$ cat src/hw/rtl/lpf_pkg.sv
// Shared widths, command and status types for the lookahead point finder.
// Used by lpf_ctrl, lpf_datapath and lookahead_point_finder_core; no dependencies.
package lpf_pkg;

	// Field widths fixed by the interface.
	localparam int COORD_W = 24;
	localparam int LA_W    = 23;
	localparam int OIDX_W  = 8;

	// Arithmetic widths: |difference| needs 25 bits, its square fits 49 bits,
	// the sum of two squares fits 50 bits, the lookahead square fits 46 bits.
	localparam int ABS_W  = COORD_W + 1;
	localparam int SQ_W   = 49;
	localparam int DIST_W = 50;
	localparam int BEST_W = 51;
	localparam int LA2_W  = 2 * LA_W;

	// Configuration register indexes.
	localparam logic REG_LOOKAHEAD = 1'b0;

	// Commands from the controller to the datapath.
	typedef struct packed {
		logic accept;     // capture one input beat
		logic square;     // form the two squares
		logic store;      // sum, write the point, track the closest
		logic scan_init;  // start the forward scan at the closest point
		logic scan_read;  // read the entry under the scan pointer
		logic scan_check; // test the entry read, finish or advance
	} cmd_t;

	// Status from the datapath to the controller.
	typedef struct packed {
		logic last;       // the captured point closes the path
		logic scan_end;   // the entry read ends the scan
	} stat_t;

endpackage

$ cat src/hw/rtl/lpf_ctrl.sv
// Controller state machine of the lookahead point finder.
// Depends on lpf_pkg for the command and status types.
module lpf_ctrl (
	input  logic           clk,
	input  logic           arst_n,
	input  logic           start,
	output logic           busy,
	input  lpf_pkg::stat_t stat,
	output lpf_pkg::cmd_t  cmd
);

	localparam logic [2:0] ST_IDLE  = 3'd0;
	localparam logic [2:0] ST_MUL   = 3'd1;
	localparam logic [2:0] ST_STORE = 3'd2;
	localparam logic [2:0] ST_INIT  = 3'd3;
	localparam logic [2:0] ST_READ  = 3'd4;
	localparam logic [2:0] ST_CHECK = 3'd5;

	logic [2:0] state_q;
	logic [2:0] state_d;
	logic       open;

	// A new beat is taken while idle, or while storing a point that is not the last.
	assign open = (state_q == ST_IDLE) || ((state_q == ST_STORE) && !stat.last);
	assign busy = !open;

	// Next state and commands.
	always_comb begin
		state_d        = state_q;
		cmd            = '0;
		cmd.accept     = open && start;
		cmd.square     = (state_q == ST_MUL);
		cmd.store      = (state_q == ST_STORE);
		cmd.scan_init  = (state_q == ST_INIT);
		cmd.scan_read  = (state_q == ST_READ);
		cmd.scan_check = (state_q == ST_CHECK);
		case (state_q)
			ST_IDLE: begin
				if (start) state_d = ST_MUL;
			end
			ST_MUL: begin
				state_d = ST_STORE;
			end
			ST_STORE: begin
				if (stat.last) state_d = ST_INIT;
				else if (start) state_d = ST_MUL;
				else state_d = ST_IDLE;
			end
			ST_INIT: begin
				state_d = ST_READ;
			end
			ST_READ: begin
				state_d = ST_CHECK;
			end
			ST_CHECK: begin
				if (stat.scan_end) state_d = ST_IDLE;
				else state_d = ST_READ;
			end
			default: begin
				state_d = ST_IDLE;
			end
		endcase
	end

	// State register.
	always_ff @(posedge clk or negedge arst_n) begin
		if (!arst_n) state_q <= ST_IDLE;
		else state_q <= state_d;
	end

	// A beat is never taken during the scan.
	a_no_accept_in_scan: assert property (@(posedge clk) disable iff (!arst_n)
		(state_q == ST_INIT || state_q == ST_READ || state_q == ST_CHECK) |-> !cmd.accept)
		else $error("beat accepted during scan");

	// Every accepted beat is squared in the next cycle.
	a_accept_then_mul: assert property (@(posedge clk) disable iff (!arst_n)
		cmd.accept |=> state_q == ST_MUL)
		else $error("accepted beat not squared");

	// A read is always followed by its check.
	a_read_then_check: assert property (@(posedge clk) disable iff (!arst_n)
		state_q == ST_READ |=> state_q == ST_CHECK)
		else $error("scan read without check");

endmodule

$ cat config.mk
export PLATFORM = sky130hd
export DESIGN_NAME = lpf_ctrl
export DESIGN_NICKNAME = d
export VERILOG_FILES = /design/src/hw/rtl/lpf_pkg.sv /design/src/hw/rtl/lpf_ctrl.sv
export SDC_FILE = /design/constraint.sdc
export NUM_CORES = 1
export LEC_CHECK = 0
export BUFFER_PORTS_ARGS = -buffer_cell sky130_fd_sc_hd__buf_2
export CAP_MARGIN = 20
export CORE_AREA = 2 2 39 41
export CTS_CLUSTER_DIAMETER = 200
export CTS_CLUSTER_SIZE = 8
export DETAILED_ROUTE_END_ITERATION = 6
export DIE_AREA = 0 0 41 43
export SLEW_MARGIN = 10
export SYNTH_ARGS = -nofsm -noshare
export SYNTH_HDL_FRONTEND = slang
export SYNTH_SLANG_ARGS = --single-unit
export TNS_END_PERCENT = 5
$ cat constraint.sdc
create_clock -name clk -period 1.3 [get_ports clk]
set_input_delay 0.195 -clock clk [delete_from_list [all_inputs] [get_ports clk]]
set_output_delay 0.195 -clock clk [all_outputs]
set_load 0.005 [all_outputs]
==> reports/qor.csv, run 1 <==
metric,value,unit
outcome,"finished, final reports clean",
avgRoutedWirePerCell,9.32,µm
synth.area.top_cells,"sky130_fd_sc_hd__dfrtp_1 40%, sky130_fd_sc_hd__nor2_1 10%, sky130_fd_sc_hd__a221oi_2 8.1%",
route.antenna.remaining_nets,0,
final_layout_size_suffix_gt1_share,61.0,%
post-route-min-period,1260,ps
num-fill-cells,150,
path_cells,nor2_4 -> and3_1 -> buf_2,
synthDominantAreaCellType,sky130_fd_sc_hd__dfrtp_1,
first_global_vias,196,
detail_route.first_pass.iterations,4,
irDropWorstVdd,0.000943,V
reg_with_most_ffs,state_q,
start_util,13.5,%
finish.instance_area,350,µm²
power.static_leakage,0.000188,µW
synth_seq_area_share,40.3,%
maxSlewHeadroom,87.4,%
powerDensity,2220,nW/µm²
path_class,reg2out,
final_core_utilization,25.3,%
highest-signal-layer,met3,
layout_common_cells,"11 x sky130_fd_sc_hd__buf_2, 3 x sky130_fd_sc_hd__nor2_1, 3 x sky130_fd_sc_hd__clkbuf_4, 3 x sky130_fd_sc_hd__dfrtp_2",
netlist_instances,22,
distinct_cells_synth,15,
finalWeightedCongestion,0.729,
grt_antenna_before_repair,0,
worst_hold_slack,234,ps
pin_count_of_the_biggest_net_entering_global_routing,10,
largest_register_ff_count,3,
synth_warnings,0,
cts_buffer_count,3,
cp_data_required_time,1110,ps
nets,47,
boundaryPins,12,
syn_area,186,µm²
dieHeight,43,µm
postPlaceCellArea,254,µm²
via_per_inst,3.82,
total_power,778,µW
layout-area-overhead-vs-synth,87.9,%
worst_setup_hold_path_clk_slew,40,ps
met2_length,231,µm
routedLengthMet1,224,µm
hold_path_class,in2reg,
cts_tree,built,
drcViolationCount,0,
n_antenna_cell,0,
num_vias,218,
max_freq,793,MHz
numClockSinks,3,
dieArea,1760,µm²
synth_fp_nets,27,
htreeDepth,1,
avgSynthCellArea,8.47,µm²
critPathMaxFanout,6,
layout_commonest_cell,sky130_fd_sc_hd__buf_2,
worst_skew_pair.late_latency,240,ps
worst_path_largest_cell_delay,450,ps
floorplan.die.width,41,µm
fin_worst_skew,1.17,ps
met3RoutedLength,75,µm
layout_worst_path_cycle_share,96.9,%
maxCapViolCount,0,
postRouteWirelength,531,µm
worst-endpoint-arrival,1070,ps
end_kind,output pin,
crit_slowest_cell,sky130_fd_sc_hd__dfrtp_2,
ys_seq_elements,3,
worst_slew_pin_slew,189,ps
core-area,1380,µm²
rows,14,
detailedPlacementHpwl,331,µm
finalSetupViolations,0,
initialDrtViolationCount,3,
rsz0062_at_grt,yes,
root_buffer,sky130_fd_sc_hd__clkbuf_4,
grt.total_usage,7.65,%
buffers_on_ports,11,
report.final.slew_viol_count,0,
grt-ovfl-total,0,
synth_top_cell_area_share,40.3,%
clk_path_buf_depth,2,
grt_pass1_wl,793,µm
finalHoldViolations,0,
critical_path.startpoint_type,register,
biggestRegsByFlops,state_q: 3 flops,
==> metal layers <==
layer | up-vias | track usage [%]
met1 | 93 | 9.71
met5 | - | 0
met3 | 0 | 6.28
met2 | 13 | 7.81
met4 | 0 | 6.00
li1 | 112 | -
==> cell families (layout without fill, tap and decap cells) <==
logic type / after synthesis / in the layout / share of synthesized area (%)
buffers and inverters: 2 / 21 / 6.04
AO/OA/AOI/OAI: 4 / 4 / 19.5
flip-flops: 3 / 3 / 40.3
AND/OR/NAND/NOR: 13 / 13 / 34.2
==> per-stage QoR <==
stage | worst slack, ps | cells | TNS, ps
3_3_place_gp | 238 | 48 | 0
5_1_grt | -12.2 | 57 | -15.3
6_report | 39.7 | 57 | 0
3_5_place_dp | 224 | 48 | 0
2_1_floorplan | 326 | 22 | 0
4_1_cts | 17.2 | 53 | 0
==> where the power goes <==
group	switching (µW)	internal, µW	leakage (µW)
clock network	54.7	115	0.0000150
logic	152	228	0.000139
registers	86.6	141	0.0000343
==> worst max-delay path, delay by kind of cell (launching register included) <==
| kind | cells | cell delay [ps] |
|---|---|---|
| buffers and inverters | 1 | 100 |
| flip-flops | 1 | 450 |
| AND/OR/NAND/NOR | 2 | 280 |
==> final timing paths <==
path	start	to	slack [ps]	cells after the start
setup / recovery	state_q[2]	cmd[5]	40	3
hold / removal	stat[0]	state_q[2]	230	3
setup reg to reg	state_q[2]	state_q[2]	260	3
hold reg to reg	state_q[1]	state_q[0]	550	1
max in group asynchronous	arst_n	state_q[2]	900	2
min in group asynchronous	arst_n	state_q[0]	280	2
==> cell type report <==
| class | instances | area [µm²] | share of cell area [%] |
|---|---|---|---|
| clock buffer | 4 | 26.3 | 7.50 |
| inverter | 1 | 3.75 | 1.07 |
| multi-input combinational | 17 | 118 | 33.6 |
| sequential | 3 | 78.8 | 22.5 |
| tap | 16 | 20.0 | 5.71 |
| timing repair buffer | 16 | 104 | 29.6 |
==> Yosys cell counts (all sizes together) <==
library cell  n
and2          1
dfrtp         3
a21oi         1
inv           1
nand2b        1
a21bo         1
nor3          1
and3          1
nor2          5
nand2         3
buf           1
nand3b        1
o22ai         1
a221oi        1
==> what timing repair did <==
action,in CTS,in global routing
setup endpoints to repair,4,5
buffers inserted,0,4
endpoints found under the hold margin,3,0
resized for setup,4,4
hold buffers,1,0
pin swaps,0,2
Note: power is estimated with default switching activity, not from simulation.
==> run 2: changes to the inputs <==
Settings changed: RECOVER_POWER from default to 100.
==> reports/qor.csv, run 2 (synthesized netlist as in run 1, its figures left out) <==
metric,value,unit
boundaryPins,12,
numClockSinks,3,
worst_slew_pin_slew,189,ps
crit_slowest_cell,sky130_fd_sc_hd__dfrtp_2,
start_util,13.5,%
postRouteWirelength,529,µm
rsz0062_at_grt,yes,
worst_hold_slack,234,ps
sequential_cell_area,78.8,µm²
reg2reg_depth,3,
dieArea,1760,µm²
route.antenna.remaining_nets,0,
drcViolationCount,0,
place_worst_setup_slack,224,ps
finalHoldViolations,0,
dieHeight,43,µm
powerDensity,2230,nW/µm²
critPathLaunch,state_q[2],
layout_worst_path_cycle_share,96.9,%
largest_register_ff_count,3,
hold_path_class,in2reg,
max_freq,793,MHz
post-route-min-period,1260,ps
core-area,1380,µm²
critical_path_cell_count,3,
final_layout_size_suffix_gt1_share,58.5,%
rows,14,
power.static_leakage,0.000186,µW
detailedPlacementHpwl,331,µm
layout_setup_ws,39.7,ps
num-fill-cells,151,
reg2reg_to,state_q[2],
floorplan.die.width,41,µm
finish.instance_area,349,µm²
worst_skew_pair.late_latency,240,ps
cp_top_family,flip-flops,
biggestRegsByFlops,state_q: 3 flops,
postPlaceCellArea,254,µm²
layout_commonest_cell,sky130_fd_sc_hd__buf_2,
cts_tree,built,
pin_count_of_the_biggest_net_entering_global_routing,10,
fin_setup_tns,0,ps
first_global_vias,196,
cp_data_required_time,1110,ps
layout_common_cells,"10 x sky130_fd_sc_hd__buf_2, 3 x sky130_fd_sc_hd__nor2_1, 3 x sky130_fd_sc_hd__clkbuf_4, 3 x sky130_fd_sc_hd__dfrtp_2",
r2r_start,state_q[2],
multi_input_comb_area,118,µm²
clk_path_buf_depth,2,
finalWeightedCongestion,0.729,
outcome,"finished, final reports clean",
end_kind,output pin,
via_per_inst,3.82,
worst-endpoint-arrival,1070,ps
fin_worst_skew,1.17,ps
layout-area-overhead-vs-synth,87.2,%
grt.total_usage,7.65,%
report.final.slew_viol_count,0,
r2r_slack,260,ps
n_antenna_cell,0,
nets,47,
crit_buf_inv,1,
initialDrtViolationCount,3,
detail_route.first_pass.iterations,4,
maxSlewHeadroom,87.4,%
root_buffer,sky130_fd_sc_hd__clkbuf_4,
critical_path.startpoint_type,register,
grt_antenna_before_repair,0,
cp_capture_point,cmd[5],
path_cells,nor2_4 -> and3_1 -> buf_2,
reg_with_most_ffs,state_q,
path_class,reg2out,
buffers_on_ports,11,
htreeDepth,1,
irDropWorstVdd,0.000943,V
avgRoutedWirePerCell,9.28,µm
worst_setup_hold_path_clk_slew,40,ps
critPathMaxFanout,6,
finalSetupViolations,0,
worst_path_largest_cell_delay,450,ps
grt_pass1_wl,793,µm
num_vias,218,
cts_buffer_count,3,
grt-ovfl-total,0,
maxCapViolCount,0,
## run 2: changes by cell type in the layout (fill, tap and decap cells not counted), sizes merged
cell    delta
buf        -1
clkbuf     +1
## run 2: worst min path at each step
| stage | from | to | slack, ps | depth (start not counted) |
|---|---|---|---|---|
| final | stat[0] | state_q[2] | 230 | 3 |
| after global routing | stat[1] | state_q[1] | 250 | 3 |
| after CTS | stat[0] | state_q[2] | 230 | 3 |
| after detailed placement | arst_n | state_q[0] | -5 | 1 |
| after global placement | arst_n | state_q[0] | -8 | 1 |
| after floorplan | arst_n | state_q[0] | -100 | 0 |
## run 2: power by group
| group | switching (µW) | total [µW] | leakage, µW | internal (µW) |
|---|---|---|---|---|
| Sequential | 86.6 | 227 | 0.0000343 | 141 |
| Combinational | 152 | 380 | 0.000136 | 228 |
| Clock | 54.7 | 170 | 0.0000150 | 115 |
## run 2: layout make-up
type / instances / share of cell area, %
Inverter: 1 / 1.08
Multi-Input combinational cell: 17 / 33.7
Sequential cell: 3 / 22.6
Timing Repair Buffer: 16 / 29.4
Clock buffer: 4 / 7.53
Tap cell: 16 / 5.73
## run 2: stage by stage
step / instances / total power (µW) / utilization, %
floorplan: 22 / 362 / -
global route: 57 / 852 / 25.2
detailed placement: 48 / 458 / 18.4
global placement: 48 / 458 / 18.4
finish: 57 / 778 / 25.2
CTS: 53 / 653 / 21.4
## run 2: layer usage
layer	vias up	GRT usage [%]	routed length (µm)
li1	112	-	-
met1	93	9.71	222
met2	13	7.81	231
met3	0	6.28	75
met4	0	6.00	0
met5	-	0	0
## run 2: repair_timing
action,4_1_cts,5_1_grt
hold endpoints to repair,3,0
gates resized for setup,4,4
setup endpoints to repair,4,5
hold buffers,1,0
setup buffers,0,4
pin swaps,0,2
## run 2: worst reg2reg max path: cells and delay by family (launching register included)
family / cells / cell delay [ps]
flip-flops: 1 / 430
AO/OA/AOI/OAI: 2 / 330
buffers and inverters: 1 / 200
==> run 3: changes to the inputs <==
Settings changed: CELL_PAD_IN_SITES_DETAIL_PLACEMENT from default to 0, CELL_PAD_IN_SITES_GLOBAL_PLACEMENT from default to 1, PLACE_DENSITY_LB_ADDON from default to 0.1.
==> reports/qor.csv, run 3 (synthesized netlist as in run 1, its figures left out) <==
metric,value,unit
outcome,"finished, final reports clean",
first_global_vias,222,
floorplan.die.width,41,µm
end_kind,output pin,
clk_path_buf_depth,2,
num_vias,220,
route.antenna.remaining_nets,0,
initialDrtViolationCount,5,
finalSetupViolations,0,
path_cells,nor2_4 -> and3_1 -> buf_2,
irDropWorstVdd,0.000670,V
num-fill-cells,161,
dieHeight,43,µm
max_freq,798,MHz
report.final.slew_viol_count,0,
core-area,1380,µm²
cp_data_required_time,1110,ps
maxCapViolCount,0,
place_inst,48,
boundaryPins,12,
finalHoldViolations,0,
maxSlewHeadroom,87.1,%
power.static_leakage,0.000171,µW
layout_worst_path_cycle_share,96.4,%
worst_path_largest_cell_delay,470,ps
critPathMaxFanout,7,
reg2reg_depth,3,
htreeDepth,1,
layout_common_cells,"10 x sky130_fd_sc_hd__buf_2, 4 x sky130_fd_sc_hd__nor2_1, 3 x sky130_fd_sc_hd__clkbuf_4, 3 x sky130_fd_sc_hd__buf_4, 3 x sky130_fd_sc_hd__dfrtp_2",
crit_slowest_cell,sky130_fd_sc_hd__dfrtp_2,
rows,14,
grt_antenna_before_repair,0,
layout-area-overhead-vs-synth,79.9,%
min_delay_path_depth,3,
avgRoutedWirePerCell,10.3,µm
layout_commonest_cell,sky130_fd_sc_hd__buf_2,
final_layout_size_suffix_gt1_share,58.5,%
critical_path.startpoint_type,register,
worst-endpoint-arrival,1060,ps
fin_worst_skew,0.284,ps
dieArea,1760,µm²
hold_path_class,in2reg,
postPlaceCellArea,254,µm²
detail_route.first_pass.iterations,2,
buffers_on_ports,11,
cts_buffer_count,3,
n_antenna_cell,0,
reg_with_most_ffs,state_q,
numClockSinks,3,
rsz0062_at_grt,yes,
cts_tree,built,
drcViolationCount,0,
postRouteWirelength,588,µm
nets,47,
via_per_inst,3.86,
worst_slew_pin_slew,194,ps
finish.instance_area,335,µm²
pin_count_of_the_biggest_net_entering_global_routing,10,
grt-ovfl-total,0,
powerDensity,2240,nW/µm²
post-route-min-period,1250,ps
start_util,13.5,%
final-instance-count-excl-fill,57,
path_class,reg2out,
worst_skew_pair.late_latency,230,ps
finalWeightedCongestion,0.700,
biggestRegsByFlops,state_q: 3 flops,
grt.total_usage,7.92,%
worst_hold_slack,247,ps
largest_register_ff_count,3,
worst_setup_hold_path_clk_slew,40,ps
grt_pass1_wl,876,µm
root_buffer,sky130_fd_sc_hd__clkbuf_4,
[run 3: changes by cell type in the layout (fill, tap and decap cells not counted)]
cell,previous run,this run
sky130_fd_sc_hd__buf_6,1,0
sky130_fd_sc_hd__dlymetal6s2s_1,1,0
sky130_fd_sc_hd__nor2_1,3,4
sky130_fd_sc_hd__clkbuf_2,0,1
sky130_fd_sc_hd__buf_4,2,3
sky130_fd_sc_hd__nor2_2,1,0
[run 3: cell type report]
| type | instances | area [µm²] | area share [%] |
|---|---|---|---|
| Inverter | 1 | 3.75 | 1.12 |
| Timing Repair Buffer | 16 | 91.3 | 27.2 |
| Sequential cell | 3 | 78.8 | 23.5 |
| Clock buffer | 4 | 26.3 | 7.84 |
| Multi-Input combinational cell | 17 | 115 | 34.3 |
| Tap cell | 16 | 20.0 | 5.97 |
[run 3: timing repair]
action	4_1_cts	5_1_grt
hold buffers	1	0
gates resized for setup	4	2
endpoints found under the setup margin	5	5
endpoints found under the hold margin	3	0
pin swaps	0	2
setup buffers	0	4
cloned	0	0
[run 3: through the flow]
| stage | util (%) | TNS, ps | total power, µW | setup slack (ps) |
|---|---|---|---|---|
| floorplan | - | 0 | 362 | 326 |
| global placement | 18.4 | 0 | 471 | 200 |
| detailed placement | 18.4 | 0 | 473 | 180 |
| CTS | 21.4 | -8.09 | 664 | -8.09 |
| global route | 24.2 | -24.2 | 825 | -10.9 |
| finish | 24.2 | 0 | 751 | 46.4 |
[run 3: where the power goes]
group | switching, µW | internal [µW] | total, µW
combinational | 141 | 209 | 350
sequential | 97.7 | 141 | 238
clock | 47.2 | 115 | 162
[run 3: final timing paths]
path / startpoint / end / slack, ps
setup / recovery: state_q[0] / cmd[5] / 50
hold / removal: stat[1] / state_q[0] / 250
setup reg to reg: state_q[2] / state_q[2] / 270
hold reg to reg: state_q[1] / state_q[2] / 560
max in group asynchronous: arst_n / state_q[1] / 830
min in group asynchronous: arst_n / state_q[2] / 300
[run 3: per-layer routing]
| layer | routed length, µm | GRT usage (%) | vias up |
|---|---|---|---|
| met1 | 270 | 9.62 | 102 |
| met5 | 0 | 0 | - |
| li1 | - | - | 113 |
| met2 | 301 | 9.69 | 5 |
| met4 | 0 | 10.0 | 0 |
| met3 | 16 | 1.57 | 0 |
[run 3: worst max-delay path, delay by kind of cell, from the launching register on]
kind                   cells  cell delay (ps)
DFF                        1              470
and+or+nand+nor            2              250
buffers and inverters      1              100
